<file path="config.mk">
export PLATFORM = sky130hd
export DESIGN_NAME = sacr_ram
export DESIGN_NICKNAME = d
export VERILOG_FILES = /design/src/hdl/set_assoc_cache_random_replace_unit_macros.svh /design/src/hdl/sacr_ram.sv
export SDC_FILE = /design/constraint.sdc
export NUM_CORES = 1
export LEC_CHECK = 0
export BUFFER_PORTS_ARGS = -buffer_cell sky130_fd_sc_hd__clkbuf_2
export CAP_MARGIN = 20
export CORE_UTILIZATION = 60
export CTS_BUF_LIST = sky130_fd_sc_hd__clkbuf_16
export DETAILED_ROUTE_END_ITERATION = 6
export GPL_TIMING_DRIVEN = 0
export PLACE_DENSITY_LB_ADDON = 0.05
export SLEW_MARGIN = 20
export SYNTH_ARGS = -nofsm -noshare
export SYNTH_HDL_FRONTEND = slang
export SYNTH_SLANG_ARGS = --single-unit
export TNS_END_PERCENT = 1
</file>
<file path="constraint.sdc">
create_clock -name clk -period 3.35 [get_ports clk]
set_input_delay 0.1675 -clock clk [delete_from_list [all_inputs] [get_ports clk]]
set_output_delay 0.1675 -clock clk [all_outputs]
set_load 0.005 [all_outputs]
</file>
<file path="src/hdl/set_assoc_cache_random_replace_unit_macros.svh">
// Assertion macros shared by the tag store logic.
`ifndef SET_ASSOC_CACHE_RANDOM_REPLACE_UNIT_MACROS_SVH
`define SET_ASSOC_CACHE_RANDOM_REPLACE_UNIT_MACROS_SVH

`ifndef NO_ASSERTIONS
`define SACR_ASSERT_SAME(lbl, ante, cons) \
    lbl: assert property (@(posedge clk) disable iff (!rst_n) (ante) |-> (cons)) \
        else $error("tag store check failed");
`define SACR_ASSERT_NEXT(lbl, ante, cons) \
    lbl: assert property (@(posedge clk) disable iff (!rst_n) (ante) |=> (cons)) \
        else $error("tag store check failed");
`else
`define SACR_ASSERT_SAME(lbl, ante, cons)
`define SACR_ASSERT_NEXT(lbl, ante, cons)
`endif

`endif

</file>
<file path="src/hdl/sacr_ram.sv">
module sacr_ram #(
    parameter int WIDTH = 8,
    parameter int DEPTH = 16
) (
    input  logic                     clk,
    input  logic                     we,
    input  logic [$clog2(DEPTH)-1:0] waddr,
    input  logic [WIDTH-1:0]         wdata,
    input  logic                     re,
    input  logic [$clog2(DEPTH)-1:0] raddr,
    output logic [WIDTH-1:0]         rdata
);

    logic [WIDTH-1:0] mem [DEPTH];
    logic [WIDTH-1:0] rdata_reg;

    always_ff @(posedge clk)
    begin
        if (we)
        begin
            mem[waddr] <= wdata;
        end
        if (re)
        begin
            rdata_reg <= mem[raddr];
        end
    end

    assign rdata = rdata_reg;

endmodule

</file>
### Word-level counts from Yosys, hierarchy flattened

Memories as Yosys holds them, arrays and structs flattened. A register that Yosys moved wholly into a read port is not among the register bits.
Index checks and enable logic that the tools add are counted.

| word-level totals | value |
|---|---|
| bits in writable memories | 128 |
| input port bits | 19 |
| output and inout port bits | 8 |
| memories kept | 1 |
| logic and storage cells | 3 |
| bits in registers | 0 |

Memory list:

| memory | words | bits a word | read ports | clocked after memory_dff | wr ports | line | source |
|---|---|---|---|---|---|---|---|
| mem | 16 | 8 | 1 | 1 | 1 | sacr_ram.sv:14 | `logic [WIDTH-1:0] mem [DEPTH];` |

| operators by class | value |
|---|---|
| multiplexer cells | 2 |

Operators with widths:

| kind | number |
|---|---|
| 2-to-1 mux 1 bit | 2 |

### Logic depth before layout (Yosys ltp)

| logic depth | value |
|---|---|
| depth in word-level cells | 2 |
| depth in mapped cells | 5 |
| depth with buffers taken out | 3 |

### Least setup slack after synthesis

Ideal clock, no wire load.

| timing | value |
|---|---|
| path kind | input -> register |
| start | in waddr[2] |
| end | mem mem[0][0] (enable) |
| cell stages on the path | 2 |
| library setup time | 0.383 ns |
| path buffers | 0 |
| setup slack | 1.690 ns |
| data arrival time | 1.277 ns |
| data required time | 2.967 ns |
| cell sequence | or3b_2 nor3_1 |

RTL lines:

| item | line | source |
|---|---|---|
| start: declaration | sacr_ram.sv:7 | `input logic [$clog2(DEPTH)-1:0] waddr,` |
| end: declaration | sacr_ram.sv:14 |  |

No word-level cell before the write port.

==> results.toml <==
[outcome]
status = "finished, final reports clean"

[global_route]
track_usage_pct = 23.7
grt_pass1_vias = 2370
grt_max_degree = 17
gr-total-overflow = 0
antenna_found_initial = 0
grt_pass1_wl_um = 14100

[sta]
tns_ns = 0
fin_skew_ns = 0.00610
min_period_ns = 1.57
relSlewSlack_pct = 45.0
fmaxAchievable_mhz = 637
post-route-period-util_pct = 46.9
finalSetupViolations = 0
final_hold_viol_count = 0
worstMarginPinSlew_ns = 0.822
maxSlewViolCount = 0
rsz0062_at_grt = "false"

[clock_network]
cts.sinks = 136
htreeDepth = 4
clock_path_buffers = 2
tritoncts = "yes"
clk_pin_slew_ns = 0.06
ctsRootBufferMaster = "clkbuf_16"
clk_latency_ns = 0.41
ctsHoldBuffers = 0
cts_setup_buffers = 0
cts_made_buffers = 17
cts_resized = 0

[die]
num_rows = 33
die_w_um = 95.3
die_height_um = 95.3
start_util_pct = 62.7
ios = 27
core_area_mm2 = 0.00834
dieArea_mm2 = 0.00909

[critical_path]
path_class = "reg2reg"
end_kind = "flop"
worstPathArrival_ns = 1.71
ff2ff_path_depth = 3
start_kind = "flop"
cp_max_fo = 1
cp.required_ns = 3.49

[job]
cap_violations = 0

[pwr]
clkPwrFrac_pct = 45.3
seq_power_share_pct = 50.1
power.internal_mw = 3.07
sw_frac_of_total_pct = 20.1
ir_drop_mv = 0.402
p_leak_nw = 2.05
power_switching_mw = 0.772
p_per_area_mw_per_mm2 = 634
p_comb_share_pct = 4.6

[logic_synthesis]
seq_area_frac_synth_pct = 78.1
synth_area_per_cell_um2 = 22.8
synth-seq-cells = 136
ys_types = 18
synth_warnings = 0
synthCells = 229
syn_nets = 248
syn-cell-area_mm2 = 0.00523

[place]
dp_hpwl_um = 5830
port_buffers = 25
placed_cell_area_mm2 = 0.00550
place_congestion = 0.686

[routing]
drtAntennaViolNets = 0
viasPerCell = 6.12
dr.pass1.iters = 4
vias = 2393
remaining_drc_errors = 0
wl_per_cell_um = 23.7
drt-initial-drc-count = 230
wirelength_um = 9280

[final_layout]
postLayoutCellArea_mm2 = 0.00607
diodes = 0
layout.nets = 292
areaGrowthSynthToFinish_pct = 16.1
drive_gt1_share_pct = 30.8
largest_reg_flops = 128

[worst_hold_path]
min_path_type = "in2reg"
hold_depth = 1
-- power by group through the flow --
stage / Combinational [mW] / Clock (mW) / Sequential [mW]
6_report: 0.177 / 1.74 / 1.93
5_1_grt: 0.194 / 1.84 / 1.93
4_1_cts: 0.180 / 1.76 / 1.93
3_5_place_dp: 0.179 / 0 / 1.96
3_3_place_gp: 0.175 / 0 / 1.96
2_1_floorplan: 0.0967 / 0 / 1.96
-- cell families after synthesis --
family	count (synthesis)	synth area share [%]
and+or+nand+nor	35	3.14
DFF	136	78.1
AOI/OAI and AO/OA	16	2.30
buffers and inverters	10	1.65
muxes	32	14.8
-- cell type report --
cell class                      instances  area [um^2]
Clock inverter                         15          139
Tap cell                              105          131
Timing Repair Buffer                   25          125
Fill cell                             489         2270
Clock buffer                           17          425
Multi-Input combinational cell         83         1080
Sequential cell                       136         4080
Buffer                                 10         86.3
-- cell usage after synthesis, drive strengths merged --
| master | number | area (um^2) |
|---|---|---|
| mux4 | 32 | 773 |
| nand2b | 2 | 12.5 |
| nor3 | 4 | 20.0 |
| nand2 | 9 | 33.8 |
| nand3 | 1 | 5.00 |
| a22oi | 16 | 120 |
| nor2 | 13 | 48.8 |
| and2 | 1 | 6.26 |
| buf | 7 | 56.3 |
| clkdlybuf4s25 | 3 | 30.0 |
| or3b | 1 | 8.76 |
| edfxtp | 136 | 4080 |
| nor2b | 1 | 6.26 |
| nand3b | 2 | 15.0 |
| and2b | 1 | 7.51 |
-- cells in the final DEF (no fill, tap or decap), types with 3 or more instances in the layout --
cell,n
a22oi_1,16
mux4_1,14
nor2_1,13
clkbuf_16,17
clkinv_4,3
buf_2,3
edfxtp_1,136
nand2_1,9
nor3_2,4
clkdlybuf4s25_2,3
clkbuf_2,25
buf_6,3
mux4_2,18
clkinv_2,6
-- routing by layer --
layer | share of wire [%] | track usage, %
met1 | 43 | 35.8
met2 | 49 | 34.0
met5 | 0 | 0
met4 | 0.90 | 8.08
met3 | 7.0 | 6.30
-- critical path, cell delays in order (launching register included) --
cell and delay (ns):
edfxtp_1 0.37, mux4_1 0.55, a22oi_1 0.27, nand2_1 0.12
-- metrics by stage --
stage | hold slack [ns] | utilization [%] | worst slack (ns) | std cells | total power, mW
floorplan | 0.266 | - | 1.69 | 229 | 2.06
global placement | 0.522 | 65.8 | 1.13 | 359 | 2.13
detailed placement | 0.528 | 66.0 | 1.52 | 359 | 2.14
CTS | 0.103 | 72.8 | 1.75 | 391 | 3.86
global route | 0.118 | 72.8 | 1.74 | 391 | 3.96
finish | 0.112 | 72.8 | 1.78 | 391 | 3.85
-- final timing paths --
check	start	to	slack, ns
setup / recovery	mem[6][0]	rdata[0]	1.78
hold / removal	re	rdata[3]	0.11
setup reg to reg	mem[6][0]	rdata[0]	1.78
hold reg to reg	mem[11][3]	rdata[3]	0.76
No activity file was read; power rests on OpenSTA's default activity.
