**src/hdl/set_assoc_cache_random_replace_unit_macros.svh**
```systemverilog
// Assertion macros shared by the tag store logic.
`ifndef SET_ASSOC_CACHE_RANDOM_REPLACE_UNIT_MACROS_SVH
`define SET_ASSOC_CACHE_RANDOM_REPLACE_UNIT_MACROS_SVH

`ifndef NO_ASSERTIONS
`define SACR_ASSERT_SAME(lbl, ante, cons) \
    lbl: assert property (@(posedge clk) disable iff (!rst_n) (ante) |-> (cons)) \
        else $error("tag store check failed");
`define SACR_ASSERT_NEXT(lbl, ante, cons) \
    lbl: assert property (@(posedge clk) disable iff (!rst_n) (ante) |=> (cons)) \
        else $error("tag store check failed");
`else
`define SACR_ASSERT_SAME(lbl, ante, cons)
`define SACR_ASSERT_NEXT(lbl, ante, cons)
`endif

`endif

```
**src/hdl/sacr_pkg.sv**
```systemverilog
package sacr_pkg;

    localparam int TOTAL_BLOCKS = 2048;
    localparam int TAG_WIDTH    = 32;
    localparam int BLOCKS_LOG2  = $clog2(TOTAL_BLOCKS + 1) - 1;
    localparam int LINE_W       = BLOCKS_LOG2;
    localparam int LINE_COUNT   = 1 << BLOCKS_LOG2;

    localparam int ADDR_W    = 32;
    localparam int WAY_OUT_W = 11;
    localparam int COUNT_W   = 32;
    localparam int GEO_W     = 4;
    localparam int CFG_IDX_W = 2;
    localparam int LFSR_W    = 16;

    localparam int QUEUE_DEPTH = 2;
    localparam int QPTR_W      = $clog2(QUEUE_DEPTH);
    localparam int QCNT_W      = $clog2(QUEUE_DEPTH + 1);

    localparam logic [CFG_IDX_W-1:0] CFG_OFFSET_BITS = 2'd0;
    localparam logic [CFG_IDX_W-1:0] CFG_SET_BITS    = 2'd1;
    localparam logic [CFG_IDX_W-1:0] CFG_WAYS_LOG2   = 2'd2;

    localparam logic [GEO_W-1:0]  RESET_OFFSET_BITS = 4'd4;
    localparam logic [GEO_W-1:0]  RESET_SET_BITS    = 4'd8;
    localparam logic [GEO_W-1:0]  RESET_WAYS_LOG2   = 4'd3;
    localparam logic [LFSR_W-1:0] LFSR_SEED         = 16'hACE1;

    typedef struct packed {
        logic [LINE_W-1:0]    base;
        logic [LINE_W-1:0]    way_mask;
        logic [TAG_WIDTH-1:0] tag;
    } job_t;

    typedef struct packed {
        logic                 valid;
        logic [TAG_WIDTH-1:0] tag;
    } line_t;

    localparam int LINE_BITS = $bits(line_t);

    typedef struct packed {
        logic clearing;
    } back_status_t;

endpackage

```
**src/hdl/sacr_queue.sv**
```systemverilog
module sacr_queue (
    input  logic           clk,
    input  logic           rst_n,
    input  logic           push_valid,
    output logic           push_ready,
    input  sacr_pkg::job_t push_job,
    output logic           pop_valid,
    input  logic           pop_ready,
    output sacr_pkg::job_t pop_job
);
    import sacr_pkg::*;

    localparam logic [QPTR_W-1:0] LAST_PTR = QPTR_W'(QUEUE_DEPTH - 1);
    localparam logic [QCNT_W-1:0] FULL_CNT = QCNT_W'(QUEUE_DEPTH);

    job_t              entries_reg [QUEUE_DEPTH];
    logic [QPTR_W-1:0] wr_ptr_reg, wr_ptr_next;
    logic [QPTR_W-1:0] rd_ptr_reg, rd_ptr_next;
    logic [QCNT_W-1:0] count_reg, count_next;
    logic              do_push;
    logic              do_pop;

    assign push_ready = (count_reg != FULL_CNT);
    assign pop_valid  = (count_reg != '0);
    assign pop_job    = entries_reg[rd_ptr_reg];
    assign do_push    = push_valid && push_ready;
    assign do_pop     = pop_valid && pop_ready;

    always_comb
    begin
        wr_ptr_next = wr_ptr_reg;
        rd_ptr_next = rd_ptr_reg;
        count_next  = count_reg;
        if (do_push)
        begin
            wr_ptr_next = (wr_ptr_reg == LAST_PTR) ? '0 : wr_ptr_reg + QPTR_W'(1);
        end
        if (do_pop)
        begin
            rd_ptr_next = (rd_ptr_reg == LAST_PTR) ? '0 : rd_ptr_reg + QPTR_W'(1);
        end
        if (do_push && !do_pop)
        begin
            count_next = count_reg + QCNT_W'(1);
        end
        else if (do_pop && !do_push)
        begin
            count_next = count_reg - QCNT_W'(1);
        end
    end

    always_ff @(posedge clk or negedge rst_n)
    begin
        if (!rst_n)
        begin
            wr_ptr_reg <= '0;
            rd_ptr_reg <= '0;
            count_reg  <= '0;
        end
        else
        begin
            wr_ptr_reg <= wr_ptr_next;
            rd_ptr_reg <= rd_ptr_next;
            count_reg  <= count_next;
        end
    end

    always_ff @(posedge clk)
    begin
        if (do_push)
        begin
            entries_reg[wr_ptr_reg] <= push_job;
        end
    end

endmodule

```
**config.mk**
```make
export PLATFORM = sky130hd
export DESIGN_NAME = sacr_queue
export DESIGN_NICKNAME = d
export VERILOG_FILES = /design/src/hdl/set_assoc_cache_random_replace_unit_macros.svh /design/src/hdl/sacr_pkg.sv /design/src/hdl/sacr_queue.sv
export SDC_FILE = /design/constraint.sdc
export NUM_CORES = 1
export LEC_CHECK = 0
export BUFFER_PORTS_ARGS = -buffer_cell sky130_fd_sc_hd__buf_2
export CORE_MARGIN = 3
export CORE_UTILIZATION = 45
export CTS_CLUSTER_DIAMETER = 200
export DETAILED_ROUTE_END_ITERATION = 12
export HOLD_SLACK_MARGIN = 0.15
export PLACE_DENSITY = 0.67
export SLEW_MARGIN = 5
export SYNTH_ARGS = -nofsm -noshare
export SYNTH_HDL_FRONTEND = slang
export SYNTH_SLANG_ARGS = --single-unit
```
**constraint.sdc**
```tcl
create_clock -name clk -period 6.05 [get_ports clk]
set_input_delay 0.605 -clock clk [delete_from_list [all_inputs] [get_ports clk]]
set_output_delay 0.605 -clock clk [all_outputs]
set_load 0.01 [all_outputs]
```
After elaboration in Yosys (flattened, before gate mapping)

Memory sizes are Yosys's and may differ from the RTL's.
Cells that the tools add are included.

Muxes and demuxes: 6
Eq/ne operators: 1
Reductions and logical operators: 8
$add $sub $neg: 4

Operators by type and width:

| cell                | number |
|---|---|
| $logic_and 1x1->1   | 4 |
| $mux 1              | 4 |
| $mux 2              | 2 |
| $reduce_bool 2->1   | 2 |
| $add 1x1->1 const B | 2 |
| $add 2x1->2 const B | 1 |
| $logic_not 1->1     | 2 |
| $ne 2x2->1 const B  | 1 |
| $sub 2x1->2 const B | 1 |

Output and inout bits: 56
Input port bits: 58
Word-level logic and storage cells: 23
Memories kept: 1
Bits in registers: 4
RAM bits: 108

Memory list:

| name        | depth | bits a word | rd ports | clocked after Yosys merged registers in | wr ports | line             | RTL |
|---|---|---|---|---|---|---|---|
| entries_reg | 2     | 54          | 1        | 0                                       | 1        | sacr_queue.sv:16 | `job_t entries_reg [QUEUE_DEPTH];` |

Longest topological paths before layout

Word-level depth: 6
Depth in mapped cells: 7
Depth with buffers taken out: 7

Least setup slack after synthesis

Ideal clock, no wire load.

Path type: register to register
Start point: register count_reg[0]
End point: memory entries_reg[0][0] in the netlist's numbering, enable pin
Setup time: 466 ps
Period minus slack after synthesis: 3428 ps
Path slack: 2622 ps
Arrival time: 2963 ps
Cell stages (with the launch flop): 4
Cells stage by stage: dfrtp_1 > nand2b_1 > nand2_1 > nor2_1

Word-level cells in the longest chain between the ends: 4

RTL lines:

| what                         | line             | RTL |
|---|---|---|
| start: declaration           | sacr_queue.sv:19 | `logic [QCNT_W-1:0] count_reg, count_next;` |
| start signal: assignment     | sacr_queue.sv:64 | `count_reg <= count_next;` |
| $ne 2x2->1                   | sacr_queue.sv:23 | `assign push_ready = (count_reg != FULL_CNT);` |
| named net push_ready         | sacr_queue.sv:5  | `output logic push_ready,` |
| $logic_and 1x1->1            | sacr_queue.sv:26 | `assign do_push = push_valid && push_ready;` |
| $mux 1                       | sacr_queue.sv:70 | `if (do_push)` |
| $mux 1 (not written as such) | sacr_queue.sv:72 | `entries_reg[wr_ptr_reg] <= push_job;` |
| end: declaration             | sacr_queue.sv:16 |  |

The timed path passes the listed nets, and every way through them passes these cells.

==> implementation parameters <==
Parameter                              Value

Global routing
  Global-route congestion overflow total ... 0
  Global routing usage summed across all routing layers ... roughly an eighth
  GRT met3 Usage ... approximately 4%
  Global-route wire length before repair ... 10,600 µm
  Met1 track demand over resource ... 16.2%
  Met2 Resource Use GR ... between 20% and 30%
  Antenna violations before repair ... 0
  Largest net degree at the start of global routing ... 56
  Global routing's busiest layer ... met2
  Vias in the first global route ... 2,120

Worst setup path
  Beginning of the worst register-to-register path ... count_reg[0]
  Endpoint of the worst register-to-register path ... entries_reg[0][16]
  Worst Setup Start Kind ... flip-flop
  Worst path cell trace ... mux2_2 -> buf_2
  CP max stage cell ... dfrtp_4
  CP Data Required Time ... around 5400 ps
  Cell class contributing the biggest share of worst-path delay ... flip-flops
  CP Data Arrival Time ... approximately 2000 ps
  Maximum fanout along the worst path ... between 50 and 60
  Register-to-Register Path Depth ... 4
  Reg2Reg Setup Slack ... between 3000 and 4000 ps
  Kind of end point of the critical path ... output pin
  Slowest stage delay, CP ... 1100 ps
  Critical path buffers and inverters ... 1
  Critical setup path kind ... reg -> out

Clock tree
  CTS tree ... yes
  Max Root-Sink Buffers ... 2
  # clock sinks ... 112
  Clock transition time at the flip-flop clock pins of the worst setup and hold paths ... between 100 and 150 ps
  H-tree depth ... 3
  Number of setup buffers added after CTS ... 0
  Clock latency on the worst-skew pair ... roughly 360 ps
  TritonCTS buffer count ... 9
  Clock root buffer ... clkbuf_8

Final layout
  Filler Cell Count ... 730
  Diodes inserted ... 0
  Commonest cells after routing, fill and taps aside ... 113 x buf_2, 108 x edfxtp_1, 49 x mux2_4
  Non-Filler Instances ... around 440
  Area added between synthesis and finish ... 20.2%
  Final layout net count ... roughly 370
  Proportion of layout cells with a drive suffix above 1 ... between 60% and 70%
  Most common cell after layout, fill and taps aside ... buf_2
  Max reg flops ... 108

Placement
  DP Wirelength ... around 4300 µm
  Placed cell count ... approximately 420
  Routability cong. ... 0.686
  Count of input and output buffers ... 113

STA
  Worst Tran Pin Value ... ~1000 ps
  Final critical delay including setup and external delays ... approximately 2600 ps
  Final-report setup violation count ... 0
  Slew Viols, Final ... 0
  Setup repair after global routing missed its margin ... false
  Hold Fails Final Rpt ... 0
  Setup TNS Final ... 0 ps
  Slew margin rel. ... between 30% and 40%
  Max Fclk ... 379 MHz
  Share of the clock period used by the worst path ... 43.6%
  Worst-case clock skew ... 12.1 ps

Drt
  First DRT Iteration DRCs ... 80
  Post-DR vias/cell ... approximately 4.6
  Post-detailed-routing wire length ... roughly 6800 µm
  Final antenna-violating net count ... 0
  Post-route DRC violation count ... 0
  Average wire per standard cell ... about 15 µm
  Total via count in the routed design ... roughly 2,000
  Number of iterations in the first detailed-routing pass ... 4

Logic synthesis
  Number of different library cells in the post-synthesis netlist ... 15
  Number of warning messages in the yosys log ... 0
  Syn avg cell area ... 23.3 µm²
  Sequential element share of the synthesized area ... 77.0%
  Post-Synthesis Cell Area ... ~4300 µm²
  Cells after synthesis ... roughly 190
  Syn Nets ... 245
  FF+latch count, synth ... ~110

Pwr
  Total leakage power ... 0.00209 µW
  Peak supply drop ... 235 µV
  Power density over cell area ... 466 nW/µm²

Floorplanning
  Initial Util ... 46.5%
  Die X-Extent ... ~100 µm
  Die outline area ... roughly 11,000 µm²
  Floorplan Core Area ... 9330 µm²
  Core Rows ... 35
  Y dimension of the die ... around 100 µm
  I/O pin count ... between 100 and 150

Worst hold path
  Hold Path Stages ... 1
  Hold endpoint ... entries_reg[1][30]
  Hold wc startpoint ... push_job[30]
  Hold/Removal Path Class ... in -> reg

Outcome
  Outcome ... completed

Run
  Number of max-cap violations ... 0
## timing repair
action | in CTS | in global routing
hold endpoints to repair | 4 | 0
resized for setup | 0 | 0
hold buffers | 1 | 0
## metrics by stage
step	power (µW)	hold slack, ps	cell area (µm²)	utilization [%]	worst slack [ps]
after global routing	2560	397	5220	55.9	3300
after CTS	2470	405	5220	55.9	3360
after detailed placement	1990	418	4980	53.4	3760
final	2430	428	5220	55.9	3410
after floorplan	1780	309	4340	-	2620
after global placement	1970	416	4980	53.4	3770
## synthesized netlist by cell type, drive strengths merged
master	instances	area (µm²)
and3	1	6.26
buf	6	111
dfrtp	4	100
edfxtp	108	3240
ha	1	12.5
inv	1	3.75
mux2	54	792
nand2	2	7.51
nand2b	1	6.26
nor2	2	7.51
or2	1	6.26
xnor2	3	26.3
xor2	2	17.5
## worst max path at each step
| stage | startpoint | end | slack, ps | cells after the start |
|---|---|---|---|---|
| finish | rd_ptr_reg | pop_job[34] | 3410 | 2 |
| global route | rd_ptr_reg | pop_job[34] | 3300 | 2 |
| CTS | rd_ptr_reg | pop_job[40] | 3360 | 2 |
| detailed placement | rd_ptr_reg | pop_job[40] | 3760 | 2 |
| global placement | rd_ptr_reg | pop_job[34] | 3770 | 2 |
| floorplan | count_reg[0] | entries_reg[0][0] | 2620 | 3 |
## cells by family (layout without fill, tap and decap cells)
kind of cell | count (synthesis) | count (layout) | synth area share [%]
flip-flops | 112 | 112 | 77.0
multiplexers | 54 | 54 | 18.2
AND/OR/NAND/NOR | 7 | 7 | 0.779
buffers and inverters | 7 | 133 | 2.65
XOR/XNOR | 5 | 5 | 1.01
adder cells (fa/ha/maj) | 1 | 1 | 0.288
## metal layers
layer	wire (µm)	part of all wire, %
met1	2990	44
met2	3410	50
met3	340	5.0
met4	34	0.50
met5	0	0
## report_power, final
group / total [µW] / switching, µW / internal (µW)
sequential: 1200 / 142 / 1060
clock: 487 / 249 / 238
combinational: 738 / 315 / 424
## worst register-to-register path, cell delays in order, from the launching register on
cell	delay (ps)
dfrtp_1	420
nand2b_1	180
nand2_1	140
nor2_4	440
buf_4	550
## cell type report
type | instances | area (µm²) | area share, %
clock buffer | 9 | 124 | 2.37
clock inverter | 7 | 100 | 1.92
inverter | 1 | 3.75 | 0.0719
multi-input combinational | 67 | 891 | 17.1
sequential | 112 | 3350 | 64.1
tap | 129 | 161 | 3.09
timing repair buffer | 116 | 591 | 11.3
(Power assumes the default switching activity.)
