<file path="config.mk">
export PLATFORM = sky130hd
export DESIGN_NAME = sacr_back_flat
export DESIGN_NICKNAME = d
export VERILOG_FILES = /design/src/hdl/sacr_pkg.sv /design/src/hdl/sacr_rsp_if.sv /design/src/hdl/sacr_back.sv /design/src/flat_wrapper.sv
export VERILOG_INCLUDE_DIRS = /design/src /design/src/hdl
export SDC_FILE = /design/constraint.sdc
export NUM_CORES = 1
export LEC_CHECK = 0
export BUFFER_PORTS_ARGS = -buffer_cell sky130_fd_sc_hd__buf_2
export CORE_MARGIN = 2
export CORE_UTILIZATION = 50
export DETAILED_ROUTE_END_ITERATION = 6
export PLACE_DENSITY_LB_ADDON = 0.25
export SYNTH_ARGS = -nofsm -noshare
export SYNTH_HDL_FRONTEND = slang
export SYNTH_SLANG_ARGS = --single-unit
</file>
<file path="constraint.sdc">
create_clock -name clk -period 3.85 [get_ports clk]
set_input_delay 0.5775 -clock clk [delete_from_list [all_inputs] [get_ports clk]]
set_output_delay 0.5775 -clock clk [all_outputs]
set_load 0.02 [all_outputs]
</file>
<file path="src/hdl/set_assoc_cache_random_replace_unit_macros.svh">
// Assertion macros shared by the tag store logic.
`ifndef SET_ASSOC_CACHE_RANDOM_REPLACE_UNIT_MACROS_SVH
`define SET_ASSOC_CACHE_RANDOM_REPLACE_UNIT_MACROS_SVH

`ifndef NO_ASSERTIONS
`define SACR_ASSERT_SAME(lbl, ante, cons) \
    lbl: assert property (@(posedge clk) disable iff (!rst_n) (ante) |-> (cons)) \
        else $error("tag store check failed");
`define SACR_ASSERT_NEXT(lbl, ante, cons) \
    lbl: assert property (@(posedge clk) disable iff (!rst_n) (ante) |=> (cons)) \
        else $error("tag store check failed");
`else
`define SACR_ASSERT_SAME(lbl, ante, cons)
`define SACR_ASSERT_NEXT(lbl, ante, cons)
`endif

`endif

</file>
<file path="src/hdl/sacr_pkg.sv">
package sacr_pkg;

    localparam int TOTAL_BLOCKS = 2048;
    localparam int TAG_WIDTH    = 32;
    localparam int BLOCKS_LOG2  = $clog2(TOTAL_BLOCKS + 1) - 1;
    localparam int LINE_W       = BLOCKS_LOG2;
    localparam int LINE_COUNT   = 1 << BLOCKS_LOG2;

    localparam int ADDR_W    = 32;
    localparam int WAY_OUT_W = 11;
    localparam int COUNT_W   = 32;
    localparam int GEO_W     = 4;
    localparam int CFG_IDX_W = 2;
    localparam int LFSR_W    = 16;

    localparam int QUEUE_DEPTH = 2;
    localparam int QPTR_W      = $clog2(QUEUE_DEPTH);
    localparam int QCNT_W      = $clog2(QUEUE_DEPTH + 1);

    localparam logic [CFG_IDX_W-1:0] CFG_OFFSET_BITS = 2'd0;
    localparam logic [CFG_IDX_W-1:0] CFG_SET_BITS    = 2'd1;
    localparam logic [CFG_IDX_W-1:0] CFG_WAYS_LOG2   = 2'd2;

    localparam logic [GEO_W-1:0]  RESET_OFFSET_BITS = 4'd4;
    localparam logic [GEO_W-1:0]  RESET_SET_BITS    = 4'd8;
    localparam logic [GEO_W-1:0]  RESET_WAYS_LOG2   = 4'd3;
    localparam logic [LFSR_W-1:0] LFSR_SEED         = 16'hACE1;

    typedef struct packed {
        logic [LINE_W-1:0]    base;
        logic [LINE_W-1:0]    way_mask;
        logic [TAG_WIDTH-1:0] tag;
    } job_t;

    typedef struct packed {
        logic                 valid;
        logic [TAG_WIDTH-1:0] tag;
    } line_t;

    localparam int LINE_BITS = $bits(line_t);

    typedef struct packed {
        logic clearing;
    } back_status_t;

endpackage

</file>
<file path="src/hdl/sacr_rsp_if.sv">
interface sacr_rsp_if;
    import sacr_pkg::*;

    logic                 valid;
    logic                 ready;
    logic                 hit;
    logic [WAY_OUT_W-1:0] way;
    logic                 evicted;
    logic [COUNT_W-1:0]   hit_count;
    logic [COUNT_W-1:0]   miss_count;

    modport source (output valid, output hit, output way, output evicted,
                    output hit_count, output miss_count, input ready);
    modport sink (input valid, input hit, input way, input evicted,
                  input hit_count, input miss_count, output ready);
endinterface

</file>
<file path="src/hdl/sacr_back.sv">
`include "set_assoc_cache_random_replace_unit_macros.svh"

module sacr_back (
    input  logic                           clk,
    input  logic                           rst_n,
    input  logic                           pop_valid,
    output logic                           pop_ready,
    input  sacr_pkg::job_t                 pop_job,
    output sacr_pkg::back_status_t         status,
    output logic                           ram_we,
    output logic [sacr_pkg::LINE_W-1:0]    ram_waddr,
    output sacr_pkg::line_t                ram_wdata,
    output logic                           ram_re,
    output logic [sacr_pkg::LINE_W-1:0]    ram_raddr,
    input  sacr_pkg::line_t                ram_rdata,
    sacr_rsp_if.source                     rsp
);
    import sacr_pkg::*;

    typedef enum logic [1:0] {
        ST_CLEAR,
        ST_IDLE,
        ST_SCAN,
        ST_RESULT
    } state_t;

    localparam logic [LINE_W-1:0] LAST_LINE = LINE_W'(LINE_COUNT - 1);

    state_t               state_reg, state_next;
    logic [LINE_W-1:0]    clr_addr_reg, clr_addr_next;
    job_t                 job_reg, job_next;
    logic [LINE_W-1:0]    issue_way_reg, issue_way_next;
    logic                 issue_done_reg, issue_done_next;
    logic                 rd_pend_reg, rd_pend_next;
    logic [LINE_W-1:0]    rd_way_reg, rd_way_next;
    logic                 hit_found_reg, hit_found_next;
    logic                 free_found_reg, free_found_next;
    logic [LINE_W-1:0]    sel_way_reg, sel_way_next;
    logic [LFSR_W-1:0]    lfsr_reg, lfsr_next;
    logic [COUNT_W-1:0]   hits_reg, hits_next;
    logic [COUNT_W-1:0]   misses_reg, misses_next;
    logic                 out_valid_reg, out_valid_next;
    logic                 out_hit_reg, out_hit_next;
    logic [WAY_OUT_W-1:0] out_way_reg, out_way_next;
    logic                 out_evicted_reg, out_evicted_next;
    logic [COUNT_W-1:0]   out_hits_reg, out_hits_next;
    logic [COUNT_W-1:0]   out_misses_reg, out_misses_next;

    logic                 fire;
    logic [LINE_W-1:0]    result_way;
    logic                 result_evicted;

    assign fire           = (state_reg == ST_RESULT) && (!out_valid_reg || rsp.ready);
    assign result_evicted = !hit_found_reg && !free_found_reg;
    assign result_way     = result_evicted ? (LINE_W'(lfsr_reg) & job_reg.way_mask)
                                           : sel_way_reg;

    assign pop_ready       = (state_reg == ST_IDLE);
    assign status.clearing = (state_reg == ST_CLEAR);

    assign ram_re    = (state_reg == ST_SCAN) && !issue_done_reg;
    assign ram_raddr = job_reg.base | issue_way_reg;

    always_comb
    begin
        ram_we          = 1'b0;
        ram_waddr       = clr_addr_reg;
        ram_wdata.valid = 1'b0;
        ram_wdata.tag   = job_reg.tag;
        if (state_reg == ST_CLEAR)
        begin
            ram_we = 1'b1;
        end
        else if (fire && !hit_found_reg)
        begin
            ram_we          = 1'b1;
            ram_waddr       = job_reg.base | result_way;
            ram_wdata.valid = 1'b1;
        end
    end

    always_comb
    begin
        state_next       = state_reg;
        clr_addr_next    = clr_addr_reg;
        job_next         = job_reg;
        issue_way_next   = issue_way_reg;
        issue_done_next  = issue_done_reg;
        rd_pend_next     = ram_re;
        rd_way_next      = issue_way_reg;
        hit_found_next   = hit_found_reg;
        free_found_next  = free_found_reg;
        sel_way_next     = sel_way_reg;
        lfsr_next        = lfsr_reg;
        hits_next        = hits_reg;
        misses_next      = misses_reg;
        out_valid_next   = rsp.ready ? 1'b0 : out_valid_reg;
        out_hit_next     = out_hit_reg;
        out_way_next     = out_way_reg;
        out_evicted_next = out_evicted_reg;
        out_hits_next    = out_hits_reg;
        out_misses_next  = out_misses_reg;

        case (state_reg)
            ST_CLEAR:
            begin
                clr_addr_next = clr_addr_reg + LINE_W'(1);
                if (clr_addr_reg == LAST_LINE)
                begin
                    state_next = ST_IDLE;
                end
            end
            ST_IDLE:
            begin
                if (pop_valid)
                begin
                    job_next        = pop_job;
                    issue_way_next  = '0;
                    issue_done_next = 1'b0;
                    hit_found_next  = 1'b0;
                    free_found_next = 1'b0;
                    state_next      = ST_SCAN;
                end
            end
            ST_SCAN:
            begin
                if (!issue_done_reg)
                begin
                    if (issue_way_reg == job_reg.way_mask)
                    begin
                        issue_done_next = 1'b1;
                    end
                    else
                    begin
                        issue_way_next = issue_way_reg + LINE_W'(1);
                    end
                end
                if (rd_pend_reg)
                begin
                    if (ram_rdata.valid && (ram_rdata.tag == job_reg.tag))
                    begin
                        hit_found_next = 1'b1;
                        sel_way_next   = rd_way_reg;
                        state_next     = ST_RESULT;
                    end
                    else
                    begin
                        if (!ram_rdata.valid && !free_found_reg)
                        begin
                            free_found_next = 1'b1;
                            sel_way_next    = rd_way_reg;
                        end
                        if (rd_way_reg == job_reg.way_mask)
                        begin
                            state_next = ST_RESULT;
                        end
                    end
                end
            end
            ST_RESULT:
            begin
                if (fire)
                begin
                    if (hit_found_reg)
                    begin
                        hits_next = (hits_reg == '1) ? hits_reg : hits_reg + COUNT_W'(1);
                    end
                    else
                    begin
                        misses_next = (misses_reg == '1) ? misses_reg
                                                         : misses_reg + COUNT_W'(1);
                    end
                    if (result_evicted)
                    begin
                        lfsr_next = {lfsr_reg[0] ^ lfsr_reg[2] ^ lfsr_reg[3] ^ lfsr_reg[5],
                                     lfsr_reg[LFSR_W-1:1]};
                    end
                    out_valid_next   = 1'b1;
                    out_hit_next     = hit_found_reg;
                    out_way_next     = WAY_OUT_W'(result_way);
                    out_evicted_next = result_evicted;
                    out_hits_next    = hits_next;
                    out_misses_next  = misses_next;
                    state_next       = ST_IDLE;
                end
            end
            default:
            begin
                state_next = ST_IDLE;
            end
        endcase
    end

    always_ff @(posedge clk or negedge rst_n)
    begin
        if (!rst_n)
        begin
            state_reg      <= ST_CLEAR;
            clr_addr_reg   <= '0;
            issue_done_reg <= 1'b0;
            rd_pend_reg    <= 1'b0;
            hit_found_reg  <= 1'b0;
            free_found_reg <= 1'b0;
            lfsr_reg       <= LFSR_SEED;
            hits_reg       <= '0;
            misses_reg     <= '0;
            out_valid_reg  <= 1'b0;
        end
        else
        begin
            state_reg      <= state_next;
            clr_addr_reg   <= clr_addr_next;
            issue_done_reg <= issue_done_next;
            rd_pend_reg    <= rd_pend_next;
            hit_found_reg  <= hit_found_next;
            free_found_reg <= free_found_next;
            lfsr_reg       <= lfsr_next;
            hits_reg       <= hits_next;
            misses_reg     <= misses_next;
            out_valid_reg  <= out_valid_next;
        end
    end

    always_ff @(posedge clk)
    begin
        job_reg         <= job_next;
        issue_way_reg   <= issue_way_next;
        rd_way_reg      <= rd_way_next;
        sel_way_reg     <= sel_way_next;
        out_hit_reg     <= out_hit_next;
        out_way_reg     <= out_way_next;
        out_evicted_reg <= out_evicted_next;
        out_hits_reg    <= out_hits_next;
        out_misses_reg  <= out_misses_next;
    end

    assign rsp.valid      = out_valid_reg;
    assign rsp.hit        = out_hit_reg;
    assign rsp.way        = out_way_reg;
    assign rsp.evicted    = out_evicted_reg;
    assign rsp.hit_count  = out_hits_reg;
    assign rsp.miss_count = out_misses_reg;

    `SACR_ASSERT_SAME(a_hit_not_evicted, out_valid_reg, !(out_hit_reg && out_evicted_reg))
    `SACR_ASSERT_SAME(a_way_in_set, state_reg == ST_RESULT,
                      (result_way & ~job_reg.way_mask) == '0)
    `SACR_ASSERT_SAME(a_no_read_on_write, ram_we, !ram_re)
    `SACR_ASSERT_NEXT(a_result_shown, fire, out_valid_reg)

endmodule

</file>
<file path="src/flat_wrapper.sv">
// flat-port wrapper written by rule: the top's interface ports become plain ports
module sacr_back_flat import sacr_pkg::*;
  (clk, rst_n, pop_valid, pop_ready, pop_job, status, ram_we, ram_waddr, ram_wdata, ram_re, ram_raddr, ram_rdata, rsp_valid, rsp_hit, rsp_way, rsp_evicted, rsp_hit_count, rsp_miss_count, rsp_ready);
  sacr_rsp_if rsp_i ();
  input  logic clk;
  input  logic rst_n;
  input  logic pop_valid;
  output logic pop_ready;
  input  sacr_pkg::job_t pop_job;
  output sacr_pkg::back_status_t status;
  output logic ram_we;
  output logic [sacr_pkg::LINE_W-1:0] ram_waddr;
  output sacr_pkg::line_t ram_wdata;
  output logic ram_re;
  output logic [sacr_pkg::LINE_W-1:0] ram_raddr;
  input  sacr_pkg::line_t ram_rdata;
  output wire logic [$bits(rsp_i.valid)-1:0] rsp_valid;
  output wire logic [$bits(rsp_i.hit)-1:0] rsp_hit;
  output wire logic [$bits(rsp_i.way)-1:0] rsp_way;
  output wire logic [$bits(rsp_i.evicted)-1:0] rsp_evicted;
  output wire logic [$bits(rsp_i.hit_count)-1:0] rsp_hit_count;
  output wire logic [$bits(rsp_i.miss_count)-1:0] rsp_miss_count;
  input wire logic [$bits(rsp_i.ready)-1:0] rsp_ready;
  assign rsp_valid = rsp_i.valid;
  assign rsp_hit = rsp_i.hit;
  assign rsp_way = rsp_i.way;
  assign rsp_evicted = rsp_i.evicted;
  assign rsp_hit_count = rsp_i.hit_count;
  assign rsp_miss_count = rsp_i.miss_count;
  assign rsp_i.ready = rsp_ready;
  sacr_back u_core (.clk(clk), .rst_n(rst_n), .pop_valid(pop_valid), .pop_ready(pop_ready), .pop_job(pop_job), .status(status), .ram_we(ram_we), .ram_waddr(ram_waddr), .ram_wdata(ram_wdata), .ram_re(ram_re), .ram_raddr(ram_raddr), .ram_rdata(ram_rdata), .rsp(rsp_i));
endmodule
</file>
Yosys cells after proc, flatten, opt, wreduce, memory -nomap -nowiden
Index checks and enable logic that the tools add are counted.
W data, S select, Z words.
{"block": "classes", "add_sub_neg": 4, "n_eq_ne": 19, "muxes": 37, "bitwise": 6, "n_reduce_logical": 24}
{"op": "$mux W32", "n": 4}
{"op": "$mux W11", "n": 8}
{"op": "$add A32 B1 Y32 const B", "n": 2}
{"op": "$eq A32 B32 Y1 const B", "n": 2}
{"op": "$eq A32 B32 Y1", "n": 1}
{"op": "$add A11 B1 Y11 const B", "n": 2}
{"op": "$eq A11 B11 Y1", "n": 2}
{"op": "$or A11 B11 Y11", "n": 2}
{"op": "$pmux W11 S2", "n": 1}
{"op": "$mux W1", "n": 14}
{"op": "$mux W2", "n": 6}
{"op": "$ne A2 B2 Y1 const B", "n": 6}
{"op": "$and A11 B11 Y11", "n": 1}
{"op": "$eq A11 B11 Y1 const B", "n": 1}
{"op": "$reduce_and A5 Y1", "n": 2}
{"op": "$pmux W2 S4", "n": 1}
{"op": "$reduce_and A4 Y1", "n": 2}
{"op": "$logic_and A1 B1 Y1", "n": 6}
{"op": "$ne A2 B1 Y1 const B", "n": 3}
{"op": "$pmux W1 S2", "n": 3}
{"op": "$reduce_and A2 Y1", "n": 3}
{"op": "$reduce_and A3 Y1", "n": 2}
{"op": "$logic_not A1 Y1", "n": 5}
{"op": "$eq A2 B2 Y1 const B", "n": 2}
{"op": "other kinds (6)", "n": 9}
{"block": "totals", "reg_bits": 262, "inputBits": 91, "output_inout_bits": 137, "elab_cells": 111}

Depth between registers and ports, before layout
{"block": "logic_depth", "word_depth": 6, "ltp_mapped": 10, "depth_no_buf": 7}

Worst setup path after synthesis
OpenSTA, ideal clock, no wires.
{"block": "synth_timing", "kind": "input to output", "start": "in rsp_ready", "end": "out ram_waddr[2] (netlist name)", "t_arrival_ns": 3.830, "required_ns": 3.273, "setup_slack_ns": -0.557, "cell_stages": 8, "path_buffers": 1, "cell_sequence": "nand2b_1 -> nand2_1 -> inv_1 -> nand2_1 -> nor2_1 -> clkbuf_1 -> nor2_1 -> a21oi_1"}
{"block": "synth_between", "elab_chain_len": 5}
{"item": "start, declared", "line_no": "flat_wrapper.sv:23", "source": "input wire logic [$bits(rsp_i.ready)-1:0] rsp_ready;"}
{"item": "$logic_or A1 B1 Y1", "line_no": "sacr_back.sv:53", "source": "assign fire = (state_reg == ST_RESULT) && (!out_valid_reg || rsp.ready);"}
{"item": "$logic_and A1 B1 Y1", "line_no": "sacr_back.sv:53"}
{"item": "$logic_and A1 B1 Y1", "line_no": "sacr_back.sv:74", "source": "else if (fire && !hit_found_reg)"}
{"item": "$mux W11", "line_no": "sacr_back.sv:74"}
{"item": "$mux W11", "line_no": "sacr_back.sv:70", "source": "if (state_reg == ST_CLEAR)"}
{"item": "end, declared", "line_no": "flat_wrapper.sv:12", "source": "output logic [sacr_pkg::LINE_W-1:0] ram_waddr;"}
Every way passes these cells.

Worst setup path after layout
{"block": "layout_timing", "start": "reg u_core.state_reg[0]", "end": "out ram_waddr[7] (netlist name)"}
{"block": "layout_between", "elab_chain_len": 5, "word_cells_on_any_way": 6, "cone_classes": "eq/ne: 1; mux: 2; reduce/logical: 3"}
{"item": "start, declared", "line_no": "sacr_back.sv:29", "source": "state_t state_reg, state_next;"}
{"item": "start signal, assigned", "line_no": "sacr_back.sv:211", "source": "state_reg <= state_next;"}
{"item": "$eq A2 B2 Y1", "line_no": "sacr_back.sv:53"}
{"item": "$logic_and A1 B1 Y1", "line_no": "sacr_back.sv:53"}
{"item": "$logic_and A1 B1 Y1", "line_no": "sacr_back.sv:74"}
{"item": "$mux W11", "line_no": "sacr_back.sv:74"}
{"item": "$mux W11 (*)", "line_no": "sacr_back.sv:70"}
Mark *: on every way between the ends. The rest lies on a longest branch, timed or not.

==> metrics <==
fin worst setup slack 0.755 ns; layout filler cell count 1951; cts repair resizes 0; pwr/cell area 670 nW/um^2; peak supply drop 0.476 mV; predominant post-synthesis flop cell edfxtp_1; die width 158 um; drt initial violations 458; # hold bufs at CTS 1; number of global-route vias before repair 7370; largest net degree at the start of global routing 64; Max Slew Vio Count 0; layout cells sized above 1 0.281; Final Cycle Share 0.804; Worst Hold Path Cells 1; max frequency 0.323 GHz; Clock Latency Late Sink 0.54 ns; Routed Antenna Nets 0; post-layout net count 1268; Sink Count 262; Worst Hold Class input pin to register; Initial Util 0.506; CTS tree done; asr flop ratio synth 0.374; Final Instance Area 13900 sq um; final wirelength 24.5 mm; count of endpoints failing setup in the final report 0; CP max FO 23; register bit total from synthesis 262; FF-to-FF path depth 7; Overall Power 9.33 mW; Max clock buf depth 3; Synth warnings 0; RePlAce Congestion 0.862; CTS clock-pin slew for the worst setup and hold paths 0.06 ns; setup TNS 0 ns; distinct cell type count after synthesis 51; Die ar. 24900 sq um; vias post-DR 7689; commonest non-fill, non-tap cell in the layout buf_2; DRC errors left 0; Post-Syn Nets 1061; Critical Path End Type primary output; Worst Skew 0.0172 ns; cell area after synthesis 11800 sq um; required time worst endpoint 3.27 ns; commonest non-fill, non-tap cells in the layout buf_2, edfxtp_1, xnor2_1; Core Area 23300 sq um; post-CTS setup buffers 0; CP Launch Type register; placed cell area 13000 sq um; Root Driver clkbuf_16; Post-synth EDFFs 153; WP data arrival 2.52 ns; outcome complete, no violations; synth-to-layout area growth 17.9%; Tmin final 3.09 ns; max-cap violations 0; pre-CTS setup slack 1.11 ns; # rows 56; dpl hpwl 17.5 mm; Core Util, Final 0.597; die height 158 um; I/O pin total 228; Leak 5.89 nW; ANT cells 0; DRT Pass-1 Iters 4; PortBufs 227; total track usage 0.196; Seq/Total Area, Yosys 0.617; H-tree lvl count 1; worst slew pin tran 1.02 ns; RSZ-0062 raised after global routing false; Avg WL per Cell 16.3 um; Via density 5.10; syn avg cell area 12.3 sq um; total grt overflow 0; first-pass GRT wire length 38.6 mm; Slew HR 0.315; cts bufs inserted 28; initial antenna violation count 0; crit path kind register to primary output; Syn Inst Count 961; Final Hold Fails 0
synth_stat cells (16+ instances only):
cell type | number | area (sq um)
a21oi_1 | 17 | 85.1
and3_1 | 17 | 106
buf_4 | 33 | 248
dfrtp_1 | 90 | 2250
edfxtp_1 | 153 | 4590
mux2_2 | 18 | 203
nand2_1 | 112 | 420
nand3_1 | 40 | 200
nand4_1 | 43 | 269
nor2_1 | 85 | 319
nor3_1 | 16 | 80.1
xnor2_1 | 125 | 1090
xor2_1 | 72 | 631
worst paths after layout:
kind | startpoint | slack (ns) | endpoint
setup reg to reg | u_core.misses_reg[0]$_DFFE_PN0P_ | 1.21 | u_core.rsp.miss_count[25]$_DFFE_PP_
setup / recovery | u_core.state_reg[0]$_DFFE_PN0P_ | 0.76 | ram_waddr[7]
min in group asynchronous | rst_n | 0.49 | u_core.misses_reg[11]$_DFFE_PN0P_
max in group asynchronous | rst_n | 2.46 | u_core.lfsr_reg[0]$_DFFE_PN1P_
hold reg to reg | u_core.rd_way_reg[4]$_DFF_P_ | 0.44 | u_core.sel_way_reg[4]$_DFFE_PP_
hold / removal | pop_job[46] | 0.21 | u_core.job_reg[46]$_DFFE_PP_
layer usage:
metal | global-route usage | share of wire | wire (um)
met1 | 0.267 | 0.44 | 10700
met5 | 0 | 0 | 0
met2 | 0.331 | 0.49 | 12100
met4 | 0.0524 | 0.020 | 492
met3 | 0.0293 | 0.048 | 1180
critical path: stages, from the launching register on:
cell	delay [ns]
dfrtp_1	0.42
ha_1	0.25
nand2_1	0.25
clkinvlp_4	0.15
nand2_1	0.24
nor2_1	0.07
buf_4	0.23
a21oi_1	0.17
buf_2	0.19
power by group:
group | total (mW) | internal [mW] | switching, mW
logic | 2.55 | 0.836 | 1.71
registers | 4.23 | 3.81 | 0.419
clock network | 2.55 | 1.49 | 1.06
total | 9.33 | 6.14 | 3.19
stage by stage:
| stage | instances | hold slack (ns) |
|---|---|---|
| detailed placement | 1456 | 0.435 |
| global placement | 1456 | 0.430 |
| finish | 1509 | 0.209 |
| CTS | 1509 | 0.185 |
| floorplan | 961 | 0.282 |
| global route | 1509 | 0.183 |
logic make-up (layout without fill, tap and decap cells):
family	count (synthesis)	after routing	synth area share
AOI/OAI and AO/OA	27	27	0.0125
xor gates and xnor gates	198	198	0.148
adders and majority gates	9	9	0.00954
buffers and inverters	70	299	0.0358
DFF	262	262	0.617
muxes	19	19	0.0180
and+or+nand+nor	376	376	0.160
layout make-up:
| class | count | area, sq um | area share |
|---|---|---|---|
| clock buffer | 45 | 845 | 0.0607 |
| clock inverter | 7 | 42.5 | 0.00306 |
| inverter | 11 | 45.0 | 0.00324 |
| multi-input combinational | 629 | 4100 | 0.295 |
| sequential | 262 | 7280 | 0.523 |
| tap | 319 | 399 | 0.0287 |
| timing repair buffer | 236 | 1210 | 0.0868 |
Note: power is estimated with default switching activity, not from simulation.
